### config.mk
export PLATFORM = sky130hd
export DESIGN_NAME = small_matrix_multiply_accumulate
export DESIGN_NICKNAME = d
export VERILOG_FILES = /design/src/sv/smm_pkg.sv /design/src/sv/smm_ram.sv /design/src/sv/smm_ctrl.sv /design/src/sv/smm_datapath.sv /design/src/sv/small_matrix_multiply_accumulate.sv
export SDC_FILE = /design/constraint.sdc
export NUM_CORES = 2
export LEC_CHECK = 0
export CORE_AREA = 2 2 638 640
export DETAILED_ROUTE_END_ITERATION = 16
export DIE_AREA = 0 0 640 642
export DONT_BUFFER_PORTS = 1
export GPL_ROUTABILITY_DRIVEN = 1
export GPL_TIMING_DRIVEN = 0
export PLACE_DENSITY = 0.42
export SLEW_MARGIN = 20
export SYNTH_ARGS = -nofsm -noshare
export SYNTH_HDL_FRONTEND = slang
export SYNTH_SLANG_ARGS = --single-unit
### constraint.sdc
create_clock -name clk -period 9 [get_ports clk]
set_clock_uncertainty 0.05 [all_clocks]
set_input_delay 0.45 -clock clk [delete_from_list [all_inputs] [get_ports clk]]
set_output_delay 0.45 -clock clk [all_outputs]
set_load 0.005 [all_outputs]
### src/sv/smm_pkg.sv
package smm_pkg;

	// Q16.16 data words
	localparam int DATA_W          = 32;
	localparam int FRAC_W          = 16;
	localparam int PROD_W          = 2 * DATA_W;
	localparam int MAT_DIM_DEFAULT = 4;

	typedef enum logic [1:0] {
		ST_LOAD,
		ST_RUN,
		ST_DRAIN
	} smm_state_t;

	// controller -> datapath, one MAC issue per cycle in ST_RUN
	typedef struct packed {
		logic wr_en;      // store the accepted transaction
		logic issue;      // read operands for one multiply-accumulate step
		logic first_k;    // first step of an output element: seed with C
		logic last_k;     // last step of an output element: emit result
		logic last_elem;  // last output element of the job
	} smm_cmd_t;

	// datapath -> controller
	typedef struct packed {
		logic v_s1;
		logic v_s2;
	} smm_status_t;

endpackage

### src/sv/smm_ram.sv
module smm_ram #(
	parameter int WIDTH = 32,
	parameter int DEPTH = 16
) (
	input  logic                                     clk,
	input  logic                                     we,
	input  logic [((DEPTH > 1) ? $clog2(DEPTH) : 1)-1:0] waddr,
	input  logic [WIDTH-1:0]                         wdata,
	input  logic [((DEPTH > 1) ? $clog2(DEPTH) : 1)-1:0] raddr,
	output logic [WIDTH-1:0]                         rdata
);

	logic [WIDTH-1:0] mem_q [DEPTH];

	always_ff @(posedge clk) begin
		if (we) begin
			mem_q[waddr] <= wdata;
		end
		rdata <= mem_q[raddr];
	end

endmodule

### src/sv/smm_ctrl.sv
module smm_ctrl #(
	parameter int MAT_DIM = smm_pkg::MAT_DIM_DEFAULT
) (
	input  logic                        clk,
	input  logic                        arst_n,
	input  logic                        start,
	input  logic                        last_in,
	output logic                        busy,
	output smm_pkg::smm_cmd_t           cmd,
	input  smm_pkg::smm_status_t        status,
	output logic [((MAT_DIM*MAT_DIM > 1) ? $clog2(MAT_DIM*MAT_DIM) : 1)-1:0] wr_addr,
	output logic [((MAT_DIM*MAT_DIM > 1) ? $clog2(MAT_DIM*MAT_DIM) : 1)-1:0] a_addr,
	output logic [((MAT_DIM*MAT_DIM > 1) ? $clog2(MAT_DIM*MAT_DIM) : 1)-1:0] b_addr,
	output logic [((MAT_DIM*MAT_DIM > 1) ? $clog2(MAT_DIM*MAT_DIM) : 1)-1:0] c_addr
);

	import smm_pkg::*;

	localparam int ELEMS = MAT_DIM * MAT_DIM;
	localparam int IDX_W = (ELEMS > 1) ? $clog2(ELEMS) : 1;
	localparam int DIM_W = (MAT_DIM > 1) ? $clog2(MAT_DIM) : 1;
	localparam logic [IDX_W-1:0] IDX_LAST = IDX_W'(ELEMS - 1);
	localparam logic [DIM_W-1:0] DIM_LAST = DIM_W'(MAT_DIM - 1);
	localparam logic [IDX_W-1:0] DIM_IDX  = IDX_W'(MAT_DIM);

	smm_state_t       state_q, state_d;
	logic [IDX_W-1:0] load_idx_q;
	logic [DIM_W-1:0] r_q, c_q, k_q;
	logic             accept, complete, k_end, c_end, r_end;

	assign accept   = start && (state_q == ST_LOAD);
	assign complete = accept && (last_in || (load_idx_q == IDX_LAST));
	assign k_end    = (k_q == DIM_LAST);
	assign c_end    = (c_q == DIM_LAST);
	assign r_end    = (r_q == DIM_LAST);

	// next state
	always_comb begin
		state_d = state_q;
		case (state_q)
			ST_LOAD: begin
				if (complete) begin
					state_d = ST_RUN;
				end
			end
			ST_RUN: begin
				if (k_end && c_end && r_end) begin
					state_d = ST_DRAIN;
				end
			end
			ST_DRAIN: begin
				if (!status.v_s1 && !status.v_s2) begin
					state_d = ST_LOAD;
				end
			end
			default: state_d = ST_LOAD;
		endcase
	end

	// outputs
	always_comb begin
		cmd       = '0;
		busy      = 1'b1;
		case (state_q)
			ST_LOAD: begin
				busy       = 1'b0;
				cmd.wr_en  = start;
			end
			ST_RUN: begin
				cmd.issue     = 1'b1;
				cmd.first_k   = (k_q == '0);
				cmd.last_k    = k_end;
				cmd.last_elem = k_end && c_end && r_end;
			end
			ST_DRAIN: begin
				busy = 1'b1;
			end
			default: busy = 1'b1;
		endcase
	end

	assign wr_addr = load_idx_q;
	assign a_addr  = IDX_W'(r_q) * DIM_IDX + IDX_W'(k_q);
	assign b_addr  = IDX_W'(k_q) * DIM_IDX + IDX_W'(c_q);
	assign c_addr  = IDX_W'(r_q) * DIM_IDX + IDX_W'(c_q);

	always_ff @(posedge clk or negedge arst_n) begin
		if (!arst_n) begin
			state_q    <= ST_LOAD;
			load_idx_q <= '0;
			r_q        <= '0;
			c_q        <= '0;
			k_q        <= '0;
		end else begin
			state_q <= state_d;
			if (complete) begin
				load_idx_q <= '0;
				r_q        <= '0;
				c_q        <= '0;
				k_q        <= '0;
			end else if (accept) begin
				load_idx_q <= load_idx_q + IDX_W'(1);
			end
			if (state_q == ST_RUN) begin
				// k innermost, then column, then row
				k_q <= k_end ? '0 : k_q + DIM_W'(1);
				if (k_end) begin
					c_q <= c_end ? '0 : c_q + DIM_W'(1);
					if (c_end) begin
						r_q <= r_end ? '0 : r_q + DIM_W'(1);
					end
				end
			end
		end
	end

endmodule

### src/sv/smm_datapath.sv
module smm_datapath #(
	parameter int MAT_DIM = smm_pkg::MAT_DIM_DEFAULT
) (
	input  logic                        clk,
	input  logic                        arst_n,
	input  smm_pkg::smm_cmd_t           cmd,
	output smm_pkg::smm_status_t        status,
	input  logic [((MAT_DIM*MAT_DIM > 1) ? $clog2(MAT_DIM*MAT_DIM) : 1)-1:0] wr_addr,
	input  logic [((MAT_DIM*MAT_DIM > 1) ? $clog2(MAT_DIM*MAT_DIM) : 1)-1:0] a_addr,
	input  logic [((MAT_DIM*MAT_DIM > 1) ? $clog2(MAT_DIM*MAT_DIM) : 1)-1:0] b_addr,
	input  logic [((MAT_DIM*MAT_DIM > 1) ? $clog2(MAT_DIM*MAT_DIM) : 1)-1:0] c_addr,
	input  logic signed [smm_pkg::DATA_W-1:0] a_elem,
	input  logic signed [smm_pkg::DATA_W-1:0] b_elem,
	input  logic signed [smm_pkg::DATA_W-1:0] c_elem,
	output logic                        out_valid,
	output logic signed [smm_pkg::DATA_W-1:0] c_out,
	output logic                        last_out
);

	import smm_pkg::*;

	localparam int ELEMS  = MAT_DIM * MAT_DIM;
	localparam int TERM_W = PROD_W - FRAC_W;
	// products after the floor shift, summed N times plus C
	localparam int ACC_W  = TERM_W + $clog2(MAT_DIM + 1);
	localparam logic signed [ACC_W-1:0] SAT_MAX = ACC_W'({1'b0, {(DATA_W-1){1'b1}}});
	localparam logic signed [ACC_W-1:0] SAT_MIN =
		{{(ACC_W-DATA_W+1){1'b1}}, {(DATA_W-1){1'b0}}};

	logic [DATA_W-1:0]        a_rd, b_rd, c_rd;
	logic                     v_s1, first_s1, last_k_s1, last_e_s1;
	logic                     v_s2, first_s2, last_k_s2, last_e_s2;
	logic signed [PROD_W-1:0] prod_s2;
	logic signed [DATA_W-1:0] c_init_s2;
	logic signed [ACC_W-1:0]  acc_q, term, base, sum;
	logic signed [DATA_W-1:0] sat;
	logic                     out_v_q, out_last_q;
	logic signed [DATA_W-1:0] out_q;

	smm_ram #(.WIDTH(DATA_W), .DEPTH(ELEMS)) u_a_ram (
		.clk(clk), .we(cmd.wr_en), .waddr(wr_addr), .wdata(a_elem),
		.raddr(a_addr), .rdata(a_rd)
	);
	smm_ram #(.WIDTH(DATA_W), .DEPTH(ELEMS)) u_b_ram (
		.clk(clk), .we(cmd.wr_en), .waddr(wr_addr), .wdata(b_elem),
		.raddr(b_addr), .rdata(b_rd)
	);
	smm_ram #(.WIDTH(DATA_W), .DEPTH(ELEMS)) u_c_ram (
		.clk(clk), .we(cmd.wr_en), .waddr(wr_addr), .wdata(c_elem),
		.raddr(c_addr), .rdata(c_rd)
	);

	// stage 2: floor(product / 2^16) is the arithmetic shift
	assign term = {{(ACC_W-TERM_W){prod_s2[PROD_W-1]}}, prod_s2[PROD_W-1:FRAC_W]};
	assign base = first_s2 ? {{(ACC_W-DATA_W){c_init_s2[DATA_W-1]}}, c_init_s2} : acc_q;
	assign sum  = base + term;

	always_comb begin
		if (sum > SAT_MAX) begin
			sat = SAT_MAX[DATA_W-1:0];
		end else if (sum < SAT_MIN) begin
			sat = SAT_MIN[DATA_W-1:0];
		end else begin
			sat = sum[DATA_W-1:0];
		end
	end

	// control flags
	always_ff @(posedge clk or negedge arst_n) begin
		if (!arst_n) begin
			v_s1    <= 1'b0;
			v_s2    <= 1'b0;
			out_v_q <= 1'b0;
		end else begin
			v_s1    <= cmd.issue;
			v_s2    <= v_s1;
			out_v_q <= v_s2 && last_k_s2;
		end
	end

	// payload
	always_ff @(posedge clk) begin
		first_s1  <= cmd.first_k;
		last_k_s1 <= cmd.last_k;
		last_e_s1 <= cmd.last_elem;
		first_s2  <= first_s1;
		last_k_s2 <= last_k_s1;
		last_e_s2 <= last_e_s1;
		prod_s2   <= PROD_W'(signed'(a_rd)) * PROD_W'(signed'(b_rd));
		if (first_s1) begin
			c_init_s2 <= signed'(c_rd);
		end
		if (v_s2) begin
			acc_q <= sum;
		end
		if (v_s2 && last_k_s2) begin
			out_q      <= sat;
			out_last_q <= last_e_s2;
		end
	end

	assign status.v_s1 = v_s1;
	assign status.v_s2 = v_s2;
	assign out_valid   = out_v_q;
	assign c_out       = out_q;
	assign last_out    = out_v_q && out_last_q;

endmodule

### src/sv/small_matrix_multiply_accumulate.sv
// Load: one transaction per cycle while busy is low; each writes one A, B and C element.
// After the job's final transaction, one shared multiply-accumulate unit runs the job
// (one step per cycle), and each result element is output after its last step.
// busy stays high through compute and drops after the final result strobe.
// Results strobe out_valid for one cycle each; the receiver cannot stall them.
// arst_n (async, active low) clears control state; stored matrices are not cleared.
module small_matrix_multiply_accumulate #(
	parameter int MAT_DIM = smm_pkg::MAT_DIM_DEFAULT
) (
	input  logic                              clk,
	input  logic                              arst_n,
	input  logic                              start,
	output logic                              busy,
	input  logic signed [smm_pkg::DATA_W-1:0] a_elem,
	input  logic signed [smm_pkg::DATA_W-1:0] b_elem,
	input  logic signed [smm_pkg::DATA_W-1:0] c_elem,
	input  logic                              last_in,
	output logic                              out_valid,
	output logic signed [smm_pkg::DATA_W-1:0] c_out,
	output logic                              last_out
);

	import smm_pkg::*;

	localparam int ELEMS = MAT_DIM * MAT_DIM;
	localparam int IDX_W = (ELEMS > 1) ? $clog2(ELEMS) : 1;

	// Controller walks load index during load, then r/c/k counters during compute.
	// A transaction completes a job on last_in or on the N*N-th element.
	smm_cmd_t         cmd;
	smm_status_t      status;
	logic [IDX_W-1:0] wr_addr, a_addr, b_addr, c_addr;

	smm_ctrl #(.MAT_DIM(MAT_DIM)) u_ctrl (
		.clk     (clk),
		.arst_n  (arst_n),
		.start   (start),
		.last_in (last_in),
		.busy    (busy),
		.cmd     (cmd),
		.status  (status),
		.wr_addr (wr_addr),
		.a_addr  (a_addr),
		.b_addr  (b_addr),
		.c_addr  (c_addr)
	);

	// Datapath: three operand RAMs (registered read), 32x32 multiply into
	// the s2 register, floor shift + wide accumulate, saturate into the
	// output register. Element positions not loaded in a short job keep
	// their earlier contents.
	smm_datapath #(.MAT_DIM(MAT_DIM)) u_datapath (
		.clk       (clk),
		.arst_n    (arst_n),
		.cmd       (cmd),
		.status    (status),
		.wr_addr   (wr_addr),
		.a_addr    (a_addr),
		.b_addr    (b_addr),
		.c_addr    (c_addr),
		.a_elem    (a_elem),
		.b_elem    (b_elem),
		.c_elem    (c_elem),
		.out_valid (out_valid),
		.c_out     (c_out),
		.last_out  (last_out)
	);

endmodule

==> results.ini <==
[cts]
numCtsBuffers = 198
cts_buffer_depth = 4
insertion_delay_ns = 0.87
cts_tree = yes
cts_root_buf = clkbuf_16
cts.sinks = 1817
path_clk_slew_ns = 0.06
htree_levels = 4

[layout]
regArea_sq_um = 53100
area_growth_pct = 15.7
drive_above_1_share_pct = 16.2
multi_input_area_sq_um = 46400
final_nets = 8694
fillers = 40500

[setup_path]
reg2reg_depth = 25
path_max_fanout = 10
critical-path-slowest-cell = fa_1
critical_path_class = reg -> reg
crit_path_frequent_cell = fa_1
cp.required_ns = 9.69
cp-start-kind = register
crit_arrival_ns = 9.48
ff2ff_setup_slack_ns = 0.21
critPathMaxStageDelay_ns = 0.56
end_kind = register

[floorplanning]
initial_core_util_pct = 25.9
fp.dieW_microns = 640
die_area_sq_um = 411000
die_h_microns = 642
coreArea_sq_um = 404000
io-pin-count = 135
rows = 234

[sta]
max_slew.worst_pin.slew_ns = 1.12
holdWs_ns = 0.0938
finalCriticalPeriod_ns = 8.79
relSlewSlack_pct = 25.1
hold_violations = 0
fmax_mhz = 114
final-setup-viol-count = 0
setup-tns-final_ns = 0
rsz0062_at_grt = yes
finalMaxSlewViolations = 0
timing.final.crit_share_pct = 97.6

[detailed_routing]
vias = 58600
drc_errors = 0
routed_wl_microns = 346000
wl_per_cell_microns = 26.8
drt_iter0_drc = 4359
drtPass1Iterations = 6
ant_nets = 0
viasPerCell = 4.55

[yosys]
synth_most_common_cell = edfxtp_1
seq_area_frac_synth_pct = 50.7
synth_area_leaders = edfxtp_1, fa_1, mux4_2, inv_1, and2_1
synth_area_sq_um = 105000
yosysWarnings = 0
synth_edf_count = 1652
synth_seq_cells = 1817
synth_xor_area_share_pct = 0.921
avgSynthCellArea_sq_um = 15.1
yosys.area_share.simple_pct = 6.49
synth_ff_type = edfxtp_1
syn_inst = 6903
synth_top_family_by_area = adder cells
synth_fa_ha_area_share_pct = 23.6
synth_compound_area_share_pct = 2.53
ys_async_sr_fraction_pct = 0.826
synth_cell_types = 82
netlist_top_cells_count = edfxtp_1, fa_1, inv_1
synth_top_area_share_pct = 47.4
muxShareOfSynthArea_pct = 10.7
synth_nets = 8323
synth_top_cell_by_area = edfxtp_1

[global_route]
grt_start_max_net_pins = 33
grt_pass1_wl_microns = 492000
grt.total_usage_pct = 16.9
first_global_vias = 64200
antenna_found_initial = 86
overflow = 0

[placed_design]
gp_congestion = 0.886
place_hpwl_microns = 262000
io_buffers = 0

[worst_hold_path]
whs_path_depth = 3
holdCritPathClass = in -> reg

[flow_run]
maxCapViolations = 0

[run_status]
status = complete, no violations

-- critical path: cells and delay by family, from the launching register on --
| family | cells | cell delay [ns] |
|---|---|---|
| buffers and inverters | 4 | 0.72 |
| DFF | 1 | 0.51 |
| AOI/OAI and AO/OA | 9 | 2.36 |
| xor gates and xnor gates | 1 | 0.31 |
| and+or+nand+nor | 2 | 0.41 |
| adders and majority gates | 9 | 4.27 |
-- flip-flops by register name, summed over array words and instances, names as in the netlist, 2 cells and up --
signal	flops
u_ctrl.c_q	2
u_datapath.c_out	32
u_ctrl.r_q	2
u_datapath.u_c_ram.rdata	32
u_datapath.u_b_ram.mem_q	512
u_datapath.u_a_ram.mem_q	512
u_datapath.u_a_ram.rdata	32
u_ctrl.k_q	2
u_datapath.acc_q	51
u_datapath.prod_s2	48
u_datapath.u_b_ram.rdata	32
u_ctrl.state_q	2
u_ctrl.wr_addr	4
u_datapath.c_init_s2	32
u_datapath.u_c_ram.mem_q	512
-- cells by family after synthesis --
group / Yosys count
and+or+nand+nor: 1343
muxes: 515
AOI/OAI and AO/OA: 390
DFF: 1817
buffers and inverters: 1408
adders and majority gates: 1320
xor gates and xnor gates: 110
-- stage by stage --
step                      utilization [%]  setup WS, ns  instance area, sq um  cells
after floorplan                         -          1.43                105000   6903
after global placement               27.5         -1.96                111000  12300
after detailed placement             27.9         -1.43                113000  12400
after CTS                            29.9       -0.0480                121000  12900
after global routing                 29.9       -0.0605                121000  12900
final                                29.9         0.214                121000  12900
-- final timing paths --
check,from,to
setup / recovery,u_datapath.u_a_ram.rdata[11],u_datapath.prod_s2[63]
hold / removal,start,u_ctrl.wr_addr[0]
setup reg to reg,u_datapath.u_a_ram.rdata[11],u_datapath.prod_s2[63]
hold reg to reg,u_datapath.last_e_s1,u_datapath.last_e_s2
max in group asynchronous,arst_n,u_datapath.v_s2
min in group asynchronous,arst_n,u_datapath.out_valid
-- final cells by class --
class / count / share of cell area (%)
clock buffers: 257 / 4.47
diodes: 32 / 0.0662
clock inverters: 107 / 0.884
inverters: 1061 / 3.30
flip-flops and latches: 1817 / 43.8
well taps: 5428 / 5.61
repair buffers: 171 / 2.07
multi-input cells: 3678 / 38.3
plain buffers: 347 / 1.44
-- what timing repair did --
action | 4_1_cts | 5_1_grt
hold endpoints to repair | 1562 | 0
resized for setup | 189 | 119
hold buffers | 99 | 0
setup endpoints to repair | 28 | 12
setup buffers | 2 | 4
pin swaps | 1 | 2
-- cell usage in the layout, fill, tap and decap left out, types with 16 or more instances in the layout --
cell           synthesis  routed
a21o_1                42      42
a21oi_1              111     109
inv_1               1060    1057
bufinv_16              0      16
buf_12                 0      44
ha_1                 238     238
nand3_1               33      33
and2_4                 0      16
xnor2_1               68      65
buf_16                 0      21
mux4_2               480     480
dlygate4sd3_1          0      99
a21oi_2               36      38
and2_1               519     502
nand4_1               29      29
mux2_2                32      32
clkbuf_1             290     166
clkbuf_16              0     200
diode_2                0      32
buf_4                  3      23
nor2_1                59      58
clkbuf_2               0     109
dfxtp_1              150     123
o21ai_0               73      72
edfxtp_1            1652    1652
buf_2                 15      49
clkbuf_8               0      22
fa_1                1082    1080
clkinv_2               0      32
nand2_1              589     588
clkbuf_4               0      30
nor2b_1               36      36
clkinv_1               0      39
o21bai_1              17      17
dfxtp_2                0      16
xor2_1                42      42
-- layer usage --
metal	vias to the layer above	share of wire, %	track usage, %
li1	24500	-	-
met1	32200	41	21.8
met2	1434	51	29.6
met3	436	5.2	2.54
met4	32	2.8	4.20
met5	-	0.059	0
Power is left out: the tool's default activity adds up to more than one toggle a clock period on the data nets, which glitch-free logic cannot reach.
